[config.mk]
export PLATFORM = sky130hd
export DESIGN_NAME = trq_front_flat
export DESIGN_NICKNAME = d
export VERILOG_FILES = /design/src/rtl/trq_pkg.sv /design/src/rtl/trq_if.sv /design/src/rtl/trq_front.sv /design/src/flat_wrapper.sv
export SDC_FILE = /design/constraint.sdc
export NUM_CORES = 1
export LEC_CHECK = 0
export BUFFER_PORTS_ARGS = -buffer_cell sky130_fd_sc_hd__buf_4
export CAP_MARGIN = 20
export CORE_AREA = 2 2 188 190
export DETAILED_ROUTE_END_ITERATION = 16
export DIE_AREA = 0 0 190 192
export SETUP_SLACK_MARGIN = 0.5
export SLEW_MARGIN = 20
export SYNTH_ARGS = -nofsm -noshare
export SYNTH_HDL_FRONTEND = slang
export SYNTH_SLANG_ARGS = --single-unit
[constraint.sdc]
create_clock -name vclk -period 1.5
set_input_delay 0.15 -clock vclk [all_inputs]
set_output_delay 0.15 -clock vclk [all_outputs]
set_load 0.03 [all_outputs]
[src/rtl/trq_pkg.sv]
// Shared types and constants for the toolpath ribbon quad builder.
package trq_pkg;

  localparam logic [1:0] KIND_VERTEX = 2'd0;
  localparam logic [1:0] KIND_LAYER  = 2'd1;
  localparam logic [1:0] KIND_CHUNK  = 2'd2;

  localparam logic CFG_CHUNK_LAYERS = 1'b0;
  localparam logic CFG_FALLBACK_HW  = 1'b1;

  localparam logic [2:0] COLOR_OTHER = 3'd4;

  typedef enum logic [1:0] {
    OP_SEG   = 2'd0,
    OP_POINT = 2'd1,
    OP_MARK  = 2'd2
  } op_t;

  typedef struct packed {
    op_t                op;
    logic signed [31:0] sx;
    logic signed [31:0] sy;
    logic signed [31:0] sz;
    logic signed [31:0] ex;
    logic signed [31:0] ey;
    logic signed [31:0] ez;
    logic [29:0]        hw;
    logic [2:0]         color;
    logic               last_layer;
  } entry_t;

  typedef struct packed {
    logic [1:0]         kind;
    logic signed [31:0] a_x;
    logic signed [31:0] a_y;
    logic signed [31:0] a_z;
    logic signed [31:0] b_x;
    logic signed [31:0] b_y;
    logic signed [31:0] b_z;
    logic [2:0]         color_class;
    logic [31:0]        offset;
    logic [31:0]        count;
    logic               last;
  } res_t;

endpackage

[src/rtl/trq_if.sv]
// Channel interfaces: toolpath items in, geometry results out.
interface trq_seg_if;
  logic               valid;
  logic               ready;
  logic               func;
  logic signed [31:0] start_x;
  logic signed [31:0] start_y;
  logic signed [31:0] start_z;
  logic signed [31:0] end_x;
  logic signed [31:0] end_y;
  logic signed [31:0] end_z;
  logic [30:0]        width;
  logic [2:0]         move_type;
  logic               extruding;
  logic               last_layer;
  modport source (output valid, func, start_x, start_y, start_z, end_x, end_y, end_z,
                  width, move_type, extruding, last_layer, input ready);
  modport sink (input valid, func, start_x, start_y, start_z, end_x, end_y, end_z,
                width, move_type, extruding, last_layer, output ready);
endinterface


[src/rtl/trq_front.sv]
// Front end: accepts items, drops travel moves, classifies and packs queue entries.
module trq_front #(
  parameter int COORD_WIDTH = 32
) (
  trq_seg_if.sink         seg,
  input  logic [15:0]     fallback_half_width,
  input  logic            q_full,
  output logic            q_push,
  output trq_pkg::entry_t q_data
);

  localparam int CWE = (COORD_WIDTH < 16) ? 16 : ((COORD_WIDTH > 32) ? 32 : COORD_WIDTH);
  localparam int SH  = 32 - CWE;

  function automatic logic signed [31:0] sext(input logic [31:0] v);
    logic signed [31:0] t;
    t = signed'(v << SH);
    return t >>> SH;
  endfunction

  logic signed [31:0] sx, sy, sz, ex, ey, ez;
  logic [29:0]        hw;
  logic               zero_len;

  assign seg.ready = !q_full;

  always_comb begin
    sx = sext(seg.start_x);
    sy = sext(seg.start_y);
    sz = sext(seg.start_z);
    ex = sext(seg.end_x);
    ey = sext(seg.end_y);
    ez = sext(seg.end_z);
    hw = seg.width[30:1];
    if (hw == '0) hw = {14'd0, fallback_half_width};
    zero_len = (sx == ex) && (sy == ey) && (sz == ez);

    q_data.sx         = sx;
    q_data.sy         = sy;
    q_data.sz         = sz;
    q_data.ex         = ex;
    q_data.ey         = ey;
    q_data.ez         = ez;
    q_data.hw         = hw;
    q_data.color      = (seg.move_type > trq_pkg::COLOR_OTHER) ? trq_pkg::COLOR_OTHER
                                                               : seg.move_type;
    q_data.last_layer = seg.last_layer;
    if (seg.func) q_data.op = trq_pkg::OP_MARK;
    else if (zero_len) q_data.op = trq_pkg::OP_POINT;
    else q_data.op = trq_pkg::OP_SEG;

    q_push = seg.valid && !q_full && (seg.func || seg.extruding);
  end

endmodule

[src/flat_wrapper.sv]
// flat-port wrapper written by rule: the top's interface ports become plain ports
module trq_front_flat 
#(
  parameter int COORD_WIDTH = 32
)
  (fallback_half_width, q_full, q_push, q_data, seg_valid, seg_func, seg_start_x, seg_start_y, seg_start_z, seg_end_x, seg_end_y, seg_end_z, seg_width, seg_move_type, seg_extruding, seg_last_layer, seg_ready);
  trq_seg_if seg_i ();
  input  logic [15:0] fallback_half_width;
  input  logic q_full;
  output logic q_push;
  output trq_pkg::entry_t q_data;
  input wire logic [$bits(seg_i.valid)-1:0] seg_valid;
  input wire logic [$bits(seg_i.func)-1:0] seg_func;
  input wire logic [$bits(seg_i.start_x)-1:0] seg_start_x;
  input wire logic [$bits(seg_i.start_y)-1:0] seg_start_y;
  input wire logic [$bits(seg_i.start_z)-1:0] seg_start_z;
  input wire logic [$bits(seg_i.end_x)-1:0] seg_end_x;
  input wire logic [$bits(seg_i.end_y)-1:0] seg_end_y;
  input wire logic [$bits(seg_i.end_z)-1:0] seg_end_z;
  input wire logic [$bits(seg_i.width)-1:0] seg_width;
  input wire logic [$bits(seg_i.move_type)-1:0] seg_move_type;
  input wire logic [$bits(seg_i.extruding)-1:0] seg_extruding;
  input wire logic [$bits(seg_i.last_layer)-1:0] seg_last_layer;
  output wire logic [$bits(seg_i.ready)-1:0] seg_ready;
  assign seg_i.valid = seg_valid;
  assign seg_i.func = seg_func;
  assign seg_i.start_x = seg_start_x;
  assign seg_i.start_y = seg_start_y;
  assign seg_i.start_z = seg_start_z;
  assign seg_i.end_x = seg_end_x;
  assign seg_i.end_y = seg_end_y;
  assign seg_i.end_z = seg_end_z;
  assign seg_i.width = seg_width;
  assign seg_i.move_type = seg_move_type;
  assign seg_i.extruding = seg_extruding;
  assign seg_i.last_layer = seg_last_layer;
  assign seg_ready = seg_i.ready;
  trq_front #(.COORD_WIDTH(COORD_WIDTH)) u_core (.seg(seg_i), .fallback_half_width(fallback_half_width), .q_full(q_full), .q_push(q_push), .q_data(q_data));
endmodule
Word-level counts from Yosys, hierarchy flattened:

Cells that the tools add are included.

* register bits after elaboration: 0
* bits in latches: 0
* memory bits (writable): 0
* ROM bits: 0
* input bits: 247
* output and inout bits: 230
* memories kept: 0

* add/subtract/negate cells: 0
* multiply operators: 0
* div/mod/pow operators: 0
* $lt $le $gt $ge: 1
* equality and inequality tests: 3
* shift operators: 0
* muxes and demuxes: 4
* bitwise logic cells: 0
* reduce and logical (&&, ||, !) cells: 7

Operators with widths (number)
* 32-bit == test: 3
* 30-bit zero test: 1
* 30-bit 2-to-1 mux: 1
* 1-bit logical AND: 4
* 3-bit > comparator (second input constant): 1
* 3-bit 2-to-1 mux: 1
* 2-bit 2-to-1 mux: 1
* 1-bit zero test: 1
* 1-bit logical OR: 1
* 1-bit 2-to-1 mux: 1

Depth between registers and ports, before layout:

Gate-level depths: netlist (run 1).

* depth in word-level cells: 5
* gate-level depth with buffers: 5
* gate-level depth less buffers: 5

Least setup slack after synthesis (run 1):

Ideal clock, no wire load.

* path kind: input to output
* from: input port seg_end_y[0]
* to: output port q_data[226] (netlist bit)
* arrival: 1467 ps
* data required time: 1350 ps
* path slack: -117 ps
* stages on the path: 5
* buffers on the path: 0
* cell sequence: xnor2_1 > o221ai_1 > nor4_1 > nand4_1 > nor4_2

RTL lines
* start: declaration: RTL line flat_wrapper.sv:18 `input wire logic [$bits(seg_i.end_y)-1:0] seg_end_y;`
* end: declaration: RTL line flat_wrapper.sv:11 `output trq_pkg::entry_t q_data;`

==> out/results.ini, run 1 <==
[run_status]
status = finished with violations
violations = negative setup slack

[floorplanning]
die_w_um = 190
dieHeight_um = 192
io_pins = 477
start_util = 0.0859
fp-row-count = 68
core_area_um2 = 34300
die_area_um2 = 36500

[synthesis]
synth.distinct_cells = 34
seq_area_frac_synth = 0
synthTopCellsByArea = buf_4 50%, xnor2_1 18%, a21o_1 4.1%
synth_nets = 656
yosys.area.top_type_share = 0.497
syn_area_per_cell_um2 = 7.20
ys_warn_count = 0
synth_area_leader_cell = buf_4
synthesis.area_um2 = 2940
synthCells = 409

[placed_design]
place_congestion = 0.811
numPortBuffers = 474
pre_cts_ws_ps = -881
dp_hpwl_mm = 17.2

[global_route]
grt_max_degree = 7
globalRoute.totalOverflow = 0
antenna_found_initial = 0
track_usage = 0.0889
grt_pass1_wl_mm = 24.3
grt_pass1_vias = 4239

[critical_path]
crit_type = input pin to output pin
cp_cell_sequence = buf_6 -> buf_6 -> a222oi_1 -> buf_4 -> and4_4 -> nand4_4 -> nor4_4 -> buf_6
cpMaxStageDelayCell = a222oi_1
cp_slowest_stage_delay_ps = 320
crit_path_max_fanout = 2
worstPathRequired_ps = 1350
crit_arrival_ps = 1720
end_kind = output pin
startpoint_type = input pin
crit_top_cell = buf_6
startpoint = seg_end_x[9]

[timing]
rsz0062_at_grt = yes
relSlewSlack = 0.591
min_period_ps = 1870
finalSetupViolCount = 17
fmax_mhz = 534
setup_tns_ps = -781
period_share = 1.25
slew_violations = 0
setup_ws_ps = -373
worst_pin_slew_ps = 613
hold_viol_final = 0

[finish]
drive_above_1_share = 0.803
num-clock-buffers = 0
areaGrowthSynthToFinish_pct = 134
fillCellCount = 3805
most-common-layout-cells = 551 x buf_4, 56 x xnor2_1, 34 x buf_6, 32 x inv_1, 18 x nand4_1
nets = 1036
seq_cell_count = 0
diodes = 0
final_common_cell = buf_4
multi_input_area_um2 = 1600
register_area_um2 = 0

[clocking]
cts_hold_buf = 0

[power_and_ir_drop]
ir_drop_mv = 0.157
power.leakage_nw = 3.50
power_density_nw_per_um2 = 372

[worst_hold_path]
worstHoldStart = seg_last_layer
hold_path_class = input pin to output pin

[drt]
vias = 3973
wirelength_mm = 18.4
ant_nets = 0
drcViolationCount = 0
viasPerCell = 3.20
first_iter_violations = 26
drt-wirelength-per-cell_um = 14.8
firstDrtPassIters = 4

[flow_run]
cap_violations = 0

-- what timing repair did --
action                     in CTS  in global routing
setup endpoints to repair      17                 17
gates resized for setup        51                  6
hold endpoints to repair        0                  0
buffers inserted                4                  0
gates cloned                    1                  0
pin swaps                      12                  5
-- Yosys cell counts, drive strengths merged --
cell type  count
a2111oi        1
a211oi         1
a21o          16
a221oi         5
a222oi         1
a22o           2
a22oi          2
and4           1
buf          195
clkbuf        15
clkinv         1
inv           35
nand2          1
nand2b         6
nand3          1
nand4         19
nor2           4
nor2b          5
nor3           1
nor4          15
o2111ai        2
o211a          1
o21ai          1
o221ai         2
o22ai         10
o2bb2ai        5
xnor2         60
xor2           1
-- power breakdown --
group | internal [mW] | leakage, nW | switching [mW]
sequential | 0 | 0 | 0
combinational | 1.24 | 3.50 | 1.32
clock | 0 | 0 | 0
total | 1.24 | 3.50 | 1.32
-- path summary, 6_finish.rpt --
| kind | endpoint | slack (ps) | depth (start not counted) |
|---|---|---|---|
| setup / recovery | q_data[226] | -370 | 8 |
| hold / removal | q_data[0] | 300 | 0 |
-- layer usage --
| metal | GRT usage | vias up | share of wire | wire [µm] |
|---|---|---|---|---|
| li1 | - | 1913 | - | - |
| met1 | 0.0968 | 1752 | 0.36 | 6720 |
| met2 | 0.180 | 294 | 0.54 | 9900 |
| met3 | 0.0128 | 14 | 0.079 | 1460 |
| met4 | 0.0176 | 0 | 0.018 | 326 |
| met5 | 0 | - | 0 | 0 |
-- area by class of cell --
class / count / area share
multi-input combinational: 163 / 0.233
inverter: 36 / 0.0196
timing repair buffer: 588 / 0.665
tap: 455 / 0.0827
-- kinds of logic (layout without fill, tap and decap cells) --
logic type | Yosys count | in the layout | share of synthesized area
AND/OR/NAND/NOR | 53 | 53 | 0.123
XOR/XNOR | 61 | 61 | 0.181
AO/OA/AOI/OAI | 49 | 49 | 0.133
buffers and inverters | 246 | 624 | 0.562
-- per-stage QoR --
stage	utilization	total power [mW]	cells	hold slack (ps)	cell area, µm²
after CTS	0.200	2.59	1242	300	6850
after global routing	0.201	2.70	1242	300	6890
final	0.201	2.56	1242	300	6890
after detailed placement	0.191	2.51	1237	300	6550
after floorplan	-	1.39	409	410	3110
after global placement	0.191	2.51	1237	300	6550
-- critical path, delay by kind of cell --
family | cells | cell delay, ps
AND/OR/NAND/NOR | 3 | 660
buffers and inverters | 4 | 580
AO/OA/AOI/OAI | 1 | 320
Note: power is estimated with default switching activity, not from simulation.
==> run 2, diff against run 1 <==
Settings changed: SETUP_SLACK_MARGIN 0.5 to 0.3.
==> out/results.ini, run 2 (same netlist as run 1, synthesis figures left out) <==
[drt]
firstDrtPassIters = 4
first_iter_violations = 77
drcViolationCount = 0
ant_nets = 0
drt-wirelength-per-cell_um = 15.7
wirelength_mm = 19.6
vias = 3992
viasPerCell = 3.20

[timing]
relSlewSlack = 0.440
slew_violations = 0
period_share = 1.30
worst_pin_slew_ps = 840
hold_viol_final = 0
finalSetupViolCount = 12
setup_ws_ps = -447
min_period_ps = 1950
holdWs_ps = 300
rsz0062_at_grt = yes
fmax_mhz = 514

[placed_design]
pre_cts_ws_ps = -1150
place_inst = 1242
dp_hpwl_mm = 18.3
postPlaceCellArea_um2 = 6530
place_congestion = 0.848
numPortBuffers = 474

[floorplanning]
io_pins = 477
die_area_um2 = 36500
core_area_um2 = 34300
fp-row-count = 68
die_w_um = 190
start_util = 0.0859
dieHeight_um = 192

[global_route]
globalRoute.totalOverflow = 0
antenna_found_initial = 1
grt_max_degree = 7
grt_pass1_vias = 4047
grt_pass1_wl_mm = 25.5
track_usage = 0.0950

[run_status]
violations = negative setup slack
status = finished with violations

[critical_path]
cpMaxStageDelayCell = nor4_4
cp_slowest_stage_delay_ps = 390
crit_path_max_fanout = 2
startpoint = seg_end_x[17]
end_kind = output pin
crit_type = input pin to output pin
cp_cell_sequence = buf_4 -> xnor2_1 -> nand4_1 -> nor4_4 -> buf_4 -> nand4_4 -> nor4_4 -> buf_6
worstPathRequired_ps = 1350
startpoint_type = input pin
crit_arrival_ps = 1800

[power_and_ir_drop]
total_power_mw = 2.56
power_density_nw_per_um2 = 374
power.leakage_nw = 3.52
ir_drop_mv = 0.168

[finish]
drive_above_1_share = 0.795
stdcell_count = 1246
stdcell_area_um2 = 6860
seq_cell_count = 0
areaGrowthSynthToFinish_pct = 133
nets = 1039
most-common-layout-cells = 559 x buf_4, 58 x xnor2_1, 32 x inv_1, 27 x buf_6, 18 x nand4_1
register_area_um2 = 0
fillCellCount = 3764
final_common_cell = buf_4
num-clock-buffers = 0

[worst_hold_path]
worstHoldStart = seg_last_layer
hold_path_class = input pin to output pin
hold_depth = 0

[flow_run]
cap_violations = 0

[clocking]
cts_hold_buf = 0

## run 2: layout make-up
cell class / instances / area, µm² / area share
multi-input cells: 163 / 1560 / 0.227
diodes: 1 / 2.50 / 0.000365
well taps: 455 / 569 / 0.0830
inverters: 36 / 135 / 0.0197
repair buffers: 591 / 4590 / 0.670
## run 2: worst paths after layout
path	to	slack, ps
worst max-delay path	q_data[226]	-450
worst min-delay path	q_data[0]	300
## run 2: layer usage
metal / GRT usage / up-vias / part of all wire / wire (µm)
li1: - / 1924 / - / -
met1: 0.111 / 1780 / 0.38 / 7480
met2: 0.192 / 284 / 0.54 / 10600
met3: 0.00968 / 4 / 0.071 / 1390
met4: 0.00477 / 0 / 0.0053 / 103
met5: 0 / - / 0 / 0
## run 2: repair_timing
item / 4_1_cts / 5_1_grt
setup endpoints to repair: 17 / 17
pin swaps: 22 / 9
buffers inserted: 1 / 1
gates resized for setup: 45 / 10
cloned: 1 / 0
## run 2: per-stage QoR
stage	TNS (ps)	util
floorplan	0	-
global placement	-1750	0.190
detailed placement	-1620	0.190
CTS	-699	0.198
global route	-1700	0.200
finish	-960	0.200
## run 2: report_power, final
part,total [mW],switching [mW],internal (mW)
combinational,2.56,1.34,1.23
clock,0.0000000893,0,0.0000000893
sequential,0,0,0
total,2.56,1.34,1.23
## run 2: worst max-delay path, delay by kind of cell
kind	cells	cell delay (ps)
XOR/XNOR	1	170
buffers and inverters	3	480
AND/OR/NAND/NOR	4	990
