$ cat src/rtl/trq_pkg.sv
// Shared types and constants for the toolpath ribbon quad builder.
package trq_pkg;

  localparam logic [1:0] KIND_VERTEX = 2'd0;
  localparam logic [1:0] KIND_LAYER  = 2'd1;
  localparam logic [1:0] KIND_CHUNK  = 2'd2;

  localparam logic CFG_CHUNK_LAYERS = 1'b0;
  localparam logic CFG_FALLBACK_HW  = 1'b1;

  localparam logic [2:0] COLOR_OTHER = 3'd4;

  typedef enum logic [1:0] {
    OP_SEG   = 2'd0,
    OP_POINT = 2'd1,
    OP_MARK  = 2'd2
  } op_t;

  typedef struct packed {
    op_t                op;
    logic signed [31:0] sx;
    logic signed [31:0] sy;
    logic signed [31:0] sz;
    logic signed [31:0] ex;
    logic signed [31:0] ey;
    logic signed [31:0] ez;
    logic [29:0]        hw;
    logic [2:0]         color;
    logic               last_layer;
  } entry_t;

  typedef struct packed {
    logic [1:0]         kind;
    logic signed [31:0] a_x;
    logic signed [31:0] a_y;
    logic signed [31:0] a_z;
    logic signed [31:0] b_x;
    logic signed [31:0] b_y;
    logic signed [31:0] b_z;
    logic [2:0]         color_class;
    logic [31:0]        offset;
    logic [31:0]        count;
    logic               last;
  } res_t;

endpackage

$ cat src/rtl/trq_fifo.sv
// Two-entry queue between front and back end.
module trq_fifo (
  input  logic            clk,
  input  logic            rst,
  input  logic            push,
  input  trq_pkg::entry_t wr_data,
  input  logic            pop,
  output logic            full,
  output logic            empty,
  output trq_pkg::entry_t rd_data
);

  trq_pkg::entry_t mem [2];
  logic            wp, rp;
  logic [1:0]      cnt;
  logic            do_push, do_pop;

  assign full    = (cnt == 2'd2);
  assign empty   = (cnt == 2'd0);
  assign rd_data = mem[rp];
  assign do_push = push && !full;
  assign do_pop  = pop && !empty;

  always_ff @(posedge clk) begin
    if (do_push) mem[wp] <= wr_data;
  end

  always_ff @(posedge clk) begin
    if (rst) begin
      wp  <= 1'b0;
      rp  <= 1'b0;
      cnt <= 2'd0;
    end else begin
      if (do_push) wp <= !wp;
      if (do_pop) rp <= !rp;
      unique case ({do_push, do_pop})
        2'b10:   cnt <= cnt + 2'd1;
        2'b01:   cnt <= cnt - 2'd1;
        default: cnt <= cnt;
      endcase
    end
  end

endmodule

$ cat config.mk
export PLATFORM = sky130hd
export DESIGN_NAME = trq_fifo
export DESIGN_NICKNAME = d
export VERILOG_FILES = /design/src/rtl/trq_pkg.sv /design/src/rtl/trq_fifo.sv
export SDC_FILE = /design/constraint.sdc
export NUM_CORES = 1
export LEC_CHECK = 0
export BUFFER_PORTS_ARGS = -buffer_cell sky130_fd_sc_hd__buf_2
export CAP_MARGIN = 15
export CORE_AREA = 5 5 264 266
export CTS_CLUSTER_DIAMETER = 30
export DETAILED_ROUTE_END_ITERATION = 12
export DIE_AREA = 0 0 269 271
export GPL_TIMING_DRIVEN = 0
export HOLD_SLACK_MARGIN = 0.12
export SLEW_MARGIN = 20
export SYNTH_ARGS = -nofsm -noshare
export SYNTH_HDL_FRONTEND = slang
export SYNTH_SLANG_ARGS = --single-unit
$ cat constraint.sdc
create_clock -name clk -period 7.1 [get_ports clk]
set_input_delay 1.42 -clock clk [delete_from_list [all_inputs] [get_ports clk]]
set_output_delay 1.42 -clock clk [all_outputs]
set_load 0.1 [all_outputs]
* After elaboration in Yosys (flattened, before gate mapping)
Memory sizes are Yosys's and may differ from the RTL's. A register that Yosys moved wholly into a read port is not among the register bits.
Index checks and enable logic that the tools add are counted.
Widths: inputs -> output; s select.
** Word-level totals
- Bits of input ports :: 232
- Output and inout port bits :: 230
- Memories kept :: 1
- Register bits after elaboration :: 4
- Memory bits (writable) :: 456
** Memory list
- mem :: depth 2, bits a word 228, rd ports 1, clocked after memory_dff 1, write ports 1, line trq_fifo.sv:13 : trq_pkg::entry_t mem [2];
** Cells by class
- Add/subtract/negate cells :: 2
- Reductions and logical operators :: 8
- Eq/ne operators :: 3
- Mux-type cells :: 5
** Operators with widths (count)
- $eq 2x2->1 const B :: 2
- $logic_not 1->1 :: 4
- $mux 1 :: 4
- $pmux 2 s2 :: 1
- $add 2x1->2 const B :: 1
- $eq 2x1->1 const B :: 1
- $logic_and 1x1->1 :: 2
- $logic_not 2->1 :: 1
- $reduce_bool 2->1 :: 1
- $sub 2x1->2 const B :: 1

* Longest topological paths before layout
Gate-level depths: netlist of run 1.
- Depth after elaboration :: 5
- Depth in mapped cells :: 6

* Worst setup path before layout of run 1
No wires, ideal clock.
- Path kind :: input -> register
- Start :: in push
- End :: mem mem[1][0] (netlist name) (enable)
- Data required time :: 6.481 ns
- Setup slack :: -0.189 ns
- Arrival :: 6.670 ns
- Stages on the path :: 1
- Library setup time :: 0.619 ns
- Path through :: and3_1
** Between the ends
- Cells in the longest elaborated chain, start to end :: 3
** RTL lines
- start, declared :: line trq_fifo.sv:5 : input logic push,
- $logic_and 1x1->1 :: line trq_fifo.sv:21 : assign do_push = push && !full;
- $mux 1 :: line trq_fifo.sv:25 : if (do_push) mem[wp] <= wr_data;
- $mux 1 (implied by the code) :: line trq_fifo.sv:25
- end, declared :: line trq_fifo.sv:13
Every way passes these cells.

==> flow_summary.ini, run 1 <==
[global_route]
grt-busiest-layer = met2
grt_pass1_vias = 10000
grt_usage_pct = 10.3
antenna_found_initial = 9
grt-ovfl-total = 0
use_met2_pct = 17.8
grt_pass1_wl_mm = 57.4
grtUsageMet3_pct = 4.58
grt.met1_usage_pct = 10.5
grt_max_degree = 90

[synthesis]
synth_top_family_by_area = multiplexers
yosys.area.top_type_share_pct = 82.4
synth_cell_types = 17
synth_compound_area_share_pct = 0.166
synth_edf_count = 456
synth_xor_area_share_pct = 0.158
synthArstFlopShare_pct = 0
syn-instance-count = 735
yosysMostFrequentCell = edfxtp_1
syn_nets = 968
ys.flop_type = edfxtp_1
avgSynthCellArea_um2 = 22.6
ys_seq_area_share_pct = 83.0
netlist_area_um2 = 16600
ys_warn_count = 0
synthTopCellsByArea = edfxtp_1 82%, mux2_2 15%, buf_2 0.75%
synth_fa_ha_area_share_pct = 0.0753
synth-simple-area-share_pct = 0.279
yosys-top-cells-count = 456 x edfxtp_1, 228 x mux2_2, 25 x buf_2
synth_top_area_cell = edfxtp_1
ys_seq_elements = 461
synthMuxAreaShare_pct = 15.5

[clock_network]
cts.sinks = 461
root_buffer = clkbuf_16
postCtsHoldBufs = 0
cts_max_level = 3
insertion_delay_ns = 0.62
post-cts-setup-buffers = 0
cts-resized-gates = 0
clk_path_buf_depth = 3
cts.clk_slew.worst_paths_ns = 0.05
cts_tree = yes
cts-buffers-inserted = 96

[timing]
skew_ns = 0.0268
tightest_slew_ns = 0.597
setup_viol = 0
drv_slew = 0
relSlewSlack_pct = 60.2
min_period_ns = 3.89
final.period_utilization_pct = 54.8
hold_viol_final = 0
rsz0062_at_grt = false
fmax_ghz = 0.257

[route]
drtPass1Iterations = 4
num_vias = 9056
drt-total-wl_mm = 39.6
wl_per_cell_um = 17.5
drc = 0
vias_per_cell = 4.00
ant_nets = 0
drt_iter0_drc = 474

[setup_path]
crit_type = reg2out
arrival_ns = 2.47
cp_data_required_time_ns = 5.68
path_max_fanout = 10
end_kind = output pin
start_kind = register

[final_layout]
drive_above_1_share_pct = 63.8
fin_cells = 2263
syn_to_final_growth_pct = 41.8
nets = 1534
num-fill-cells = 6366

[placement]
hpwl_mm = 27.4
place_inst = 2076
portBuffers = 461
finalWeightedCongestion = 0.739

[die]
die_y_um = 271
die_w_um = 269
pin_count = 462
start_util_pct = 24.9
core_area_um2 = 66800
die_area_um2 = 72900
row_count = 95

[flow_run]
maxCapViolations = 0

[outcome]
status = finished, final reports clean

[min_path]
hold_path.class = reg2reg
worst paths after layout:
check                           startpoint          end  slack, ns  cells past startpoint
worst max-delay path              register  rd_data[37]       3.21                      4
worst min-delay path                    wp           wp       0.49                      2
worst max register to register      cnt[0]  mem[0][176]       4.71                      5
worst min register to register          wp           wp       0.49                      2
worst max-delay path, stage by stage (launching register included):
cell	delay [ns]
dfxtp_1	0.36
buf_2	0.35
buf_2	0.42
mux2_2	0.39
buf_2	0.30
per-stage QoR:
step | instance area [um^2] | TNS [ns] | setup WS, ns | util [%] | hold slack, ns
2_1_floorplan | 16600 | 0 | 0.300 | - | 0.451
3_3_place_gp | 20000 | -564.32 | -2.53 | 30.0 | 0.479
3_5_place_dp | 20200 | 0 | 3.76 | 30.2 | 0.491
4_1_cts | 23500 | 0 | 3.05 | 35.2 | 0.495
5_1_grt | 23600 | 0 | 3.03 | 35.3 | 0.510
6_report | 23600 | 0 | 3.21 | 35.3 | 0.491
per-layer routing:
metal / part of all wire (%) / up-vias
met3: 10 / 91
met5: 0.033 / -
met4: 3.4 / 2
li1: - / 4135
met1: 36 / 4439
met2: 50 / 389
registers in the layout (all words and copies together) (netlist names), named ones only:
name  flops
wp        1
cnt       2
mem     456
rp        1
logic make-up after synthesis:
logic type	Yosys count
DFF	461
buffers and inverters	28
adders and majority gates	1
and+or+nand+nor	9
xor gates and xnor gates	3
muxes	228
AOI/OAI and AO/OA	5
area by class of cell:
type / instances / area, um^2 / share of cell area, %
Antenna cell: 7 / 17.5 / 0.0744
Buffer: 25 / 125 / 0.531
Clock buffer: 107 / 2460 / 10.5
Clock inverter: 73 / 881 / 3.74
Inverter: 3 / 18.8 / 0.0797
Multi-Input combinational cell: 246 / 2690 / 11.4
Sequential cell: 461 / 13800 / 58.6
Tap cell: 873 / 1090 / 4.64
Timing Repair Buffer: 468 / 2480 / 10.5
layout by cell type, fill, tap and decap left out, types with 2 or more instances in the layout:
master      synthesis  layout
clkbuf_16           0      97
a21oi_1             2       2
o21ai_0             2       2
clkbuf_1            0      10
inv_6               0      11
nor2_1              4       4
diode_2             0       7
mux2_2            228     228
clkinv_1            0      12
clkinvlp_4          0      14
buf_12              0       3
edfxtp_1          456     456
buf_2              25     486
xnor2_1             2       2
bufinv_16           0      13
clkinv_2            0       8
dfxtp_1             5       5
clkinv_16           0       2
clkinv_4            0      10
buf_16              0       4
inv_16              0       2
or3_1               2       2
Power of run 1 is left out: the tool's default activity adds up to more than one toggle a clock period on the data nets, which glitch-free logic cannot reach.
==> run 2: changes to the inputs <==
==> constraint.sdc (replaced) <==
create_clock -name clk -period 4 [get_ports clk]
set_input_delay 0.8 -clock clk [delete_from_list [all_inputs] [get_ports clk]]
set_output_delay 0.8 -clock clk [all_outputs]
set_load 0.1 [all_outputs]
==> run 2 against run 1 <==
Hold slack got worse by 0.13 ns. Clock skew fell by 0.013 ns. Critical path depth did not move. Sequential cell count did not move. Register-to-register slack got worse by 3.3 ns. Cell count barely moved. Via count barely moved. First-iteration DRC count fell by 30%. Design area rose by 0.10%. Sequential share of layout area fell by 0.059 points. Largest cell class unchanged.
==> flow_summary.ini, run 2 (synthesized netlist as in run 1, its figures left out) <==
[outcome]
status = finished, final reports clean

[min_path]
hold_path.class = in2reg

[setup_path]
cp_data_required_time_ns = 3.20
end_kind = output pin
path_max_fanout = 10
arrival_ns = 2.46
start_kind = register
crit_type = reg2out

[global_route]
antenna_found_initial = 4
grt_pass1_wl_mm = 58.2
grt_max_degree = 52
grt_pass1_vias = 10000
grt_usage_pct = 10.4
grt-ovfl-total = 0

[clock_network]
clk_path_buf_depth = 3
cts_max_level = 3
insertion_delay_ns = 0.61
cts.clk_slew.worst_paths_ns = 0.05
cts.sinks = 461
cts-resized-gates = 0
root_buffer = clkbuf_16
cts_tree = yes
cts-buffers-inserted = 94
postCtsHoldBufs = 0
post-cts-setup-buffers = 0

[route]
drt-total-wl_mm = 39.8
vias_per_cell = 4.01
drt_iter0_drc = 334
ant_nets = 0
drc = 0
drtPass1Iterations = 4
wl_per_cell_um = 17.6
num_vias = 9063

[final_layout]
syn_to_final_growth_pct = 42.0
largest-register = mem
nets = 1539
drive_above_1_share_pct = 63.6
largest_register_ffs = 456
layout_common_cells = 486 x buf_2, 456 x edfxtp_1, 228 x mux2_2
reg_top3 = mem (456), cnt (2)
final_common_cell = buf_2

[timing]
final.period_utilization_pct = 81.5
rsz0062_at_grt = false
relSlewSlack_pct = 63.1
min_period_ns = 3.26
fmax_ghz = 0.307
hold_viol_final = 0
hold_ws_ns = 0.365
skew_ns = 0.0139
tightest_slew_ns = 0.553
drv_slew = 0
setup_viol = 0
setup_tns_ns = 0

[placement]
hpwl_mm = 28.3
finalWeightedCongestion = 0.742
portBuffers = 461

[die]
die_y_um = 271
die_area_um2 = 72900
pin_count = 462
row_count = 95
core_area_um2 = 66800
die_w_um = 269
start_util_pct = 24.9

[flow_run]
maxCapViolations = 0
## run 2: per-layer routing
layer | global-route usage [%] | share of wire, % | vias up | wire length [um]
met3 | 4.30 | 9.1 | 98 | 3640
met2 | 18.4 | 52 | 333 | 20800
met1 | 10.7 | 36 | 4507 | 14100
li1 | - | - | 4123 | -
met4 | 4.84 | 3.1 | 2 | 1250
met5 | 0 | 0.025 | - | 10
## run 2: final cells by class
cell class	count	area (um^2)
fillers	6339	43200
flip-flops and latches	461	13800
multi-input cells	246	2690
repair buffers	475	2630
clock buffers	107	2400
well taps	873	1090
clock inverters	68	810
plain buffers	25	125
inverters	3	27.5
diodes	3	7.51
## run 2: worst max-delay path, stage by stage (launching register included)
cell	delay [ns]
dfxtp_1	0.32
buf_2	0.33
buf_2	0.47
mux2_2	0.40
buf_2	0.30
## run 2: final timing paths
| kind | slack (ns) | start | depth (start not counted) | end |
|---|---|---|---|---|
| worst max-delay path | 0.74 | register | 4 | rd_data[44] |
| worst min-delay path | 0.37 | wr_data[188] | 1 | mem[0][188] |
| worst max register to register | 1.44 | cnt[0] | 8 | mem[0][181] |
| worst min register to register | 0.51 | wp | 2 | wp |
## run 2: stage by stage
stage	setup WS [ns]	area (um^2)	instances	util [%]
2_1_floorplan	-0.729	16600	735	-
3_3_place_gp	-3.07	20000	2069	30.0
3_5_place_dp	1.03	20400	2083	30.5
4_1_cts	0.615	23600	2258	35.3
5_1_grt	0.609	23600	2261	35.3
6_report	0.740	23600	2261	35.3
Power of run 2 is left out for the same reason.
==> run 3: changes to the inputs <==
==> constraint.sdc (replaced) <==
create_clock -name clk -period 3.15 [get_ports clk]
set_input_delay 0.63 -clock clk [delete_from_list [all_inputs] [get_ports clk]]
set_output_delay 0.63 -clock clk [all_outputs]
set_load 0.1 [all_outputs]
==> run 3 against run 2 <==
Design area grew 0.42%. Sequential share of layout area decreased by 0.24 points. Clock skew is 0.0023 ns higher. Global-route usage is 0.31 points higher. Die area did not move. Hold slack got worse by 0.16 ns. Count of clock-buffer cells in the layout shrank 2. Cell count grew 0.18%. Sequential cell count did not move. Non-clock buffer count fell by 2. Worst setup slack worse by 0.55 ns. Register-to-register slack got worse by 0.96 ns. Highest routed layer unchanged.
==> flow_summary.ini, run 3 (synthesized netlist as in run 1, its figures left out) <==
[outcome]
status = finished, final reports clean

[route]
ant_nets = 0
drtPass1Iterations = 4
drt_iter0_drc = 388
drt-total-wl_mm = 40.9
wl_per_cell_um = 18.0
num_vias = 9130
vias_per_cell = 4.03
drc = 0

[clock_network]
clk_path_buf_depth = 3
cts_max_level = 3
insertion_delay_ns = 0.61
root_buffer = clkbuf_16
cts_tree = yes
cts-buffers-inserted = 97
postCtsHoldBufs = 0
cts.clk_slew.worst_paths_ns = 0.05
cts.sinks = 461

[die]
die_area_um2 = 72900
die_y_um = 271
die_w_um = 269
pin_count = 462
row_count = 95
start_util_pct = 24.9
core_area_um2 = 66800

[setup_path]
path_cells = buf_2 > buf_2 > mux2_2 > buf_2
end_kind = output pin
timing.rr.start = cnt[0]
start_kind = register
critPathMaxStageDelay_ns = 0.38
cp_data_required_time_ns = 2.52
arrival_ns = 2.33
path_common_cell = buf_2
critPathTopFamily = buffers and inverters
path_buf_inv = 3
crit_slowest_cell = mux2_2
path_max_fanout = 10
crit_type = reg2out

[final_layout]
layout_common_cells = 483 x buf_2, 456 x edfxtp_1, 228 x mux2_2
num-fill-cells = 6357
syn_to_final_growth_pct = 42.6
largest_register_ffs = 456
drive_above_1_share_pct = 64.0
largest-register = mem
final_common_cell = buf_2
nets = 1540
reg_top3 = mem (456), cnt (2)

[timing]
min_period_ns = 2.96
setup_viol = 0
setup_tns_ns = 0
tightest_slew_ns = 0.726
hold_viol_final = 0
final.period_utilization_pct = 94.1
fmax_ghz = 0.337
skew_ns = 0.0162
rsz0062_at_grt = false
drv_slew = 0
relSlewSlack_pct = 51.6
finalWorstSetupSlack_ns = 0.186

[global_route]
grt_usage_pct = 10.7
grt-ovfl-total = 0
antenna_found_initial = 9
grt_max_degree = 51
grt_pass1_vias = 10100
grt_pass1_wl_mm = 60.0

[placement]
finalWeightedCongestion = 0.725
dp_slack_ns = 0.259
portBuffers = 461
hpwl_mm = 29.1

[min_path]
hp-start = wr_data[9]
hold_path.class = in2reg

[flow_run]
maxCapViolations = 0
[run 3: cell count changes in the layout (fill, tap and decap cells not counted), moves of 2 or more]
cell | previous run | this run
buf_2 | 486 | 483
buf_4 | 0 | 3
clkbuf_1 | 13 | 7
clkbuf_16 | 94 | 98
clkinv_1 | 15 | 17
clkinv_16 | 3 | 0
clkinv_2 | 20 | 10
clkinvlp_4 | 8 | 13
diode_2 | 3 | 7
inv_16 | 1 | 3
inv_6 | 6 | 9
[run 3: what timing repair did]
| item | 4_1_cts | 5_1_grt |
|---|---|---|
| endpoints found under the setup margin | 11 | 0 |
| buffers inserted | 0 | 0 |
| resized for setup | 3 | 0 |
[run 3: final cells by class]
type	count	area (um^2)	area share [%]
plain buffers	25	130	0.550
inverters	3	27.5	0.116
clock inverters	72	856	3.61
multi-input cells	246	2700	11.4
well taps	873	1090	4.61
flip-flops and latches	461	13800	58.3
diodes	7	17.5	0.0740
clock buffers	105	2480	10.5
repair buffers	473	2590	10.9
[run 3: through the flow]
step	instances	utilization [%]	area (um^2)	hold WS, ns
after floorplan	735	-	16600	0.456
after CTS	2258	35.4	23700	0.141
after global placement	2069	30.0	20000	0.473
final	2265	35.4	23700	0.209
after global routing	2261	35.4	23700	0.157
after detailed placement	2081	30.4	20300	0.502
[run 3: final timing paths]
path | endpoint | slack [ns] | cells past startpoint
worst max-delay path | rd_data[179] | 0.19 | 4
worst min-delay path | mem[1][9] | 0.21 | 1
worst max register to register | mem[0][62] | 0.48 | 8
worst min register to register | wp | 0.50 | 2
[run 3: per-layer routing]
metal	GRT usage [%]	share of wire [%]	up-vias	wire length (um)
met1	11.6	36	4514	14800
met5	0	0.061	-	25
li1	-	-	4147	-
met3	4.84	11	79	4460
met2	18.2	50	386	20600
met4	4.36	2.4	4	982
Power of run 3 is left out for the same reason.
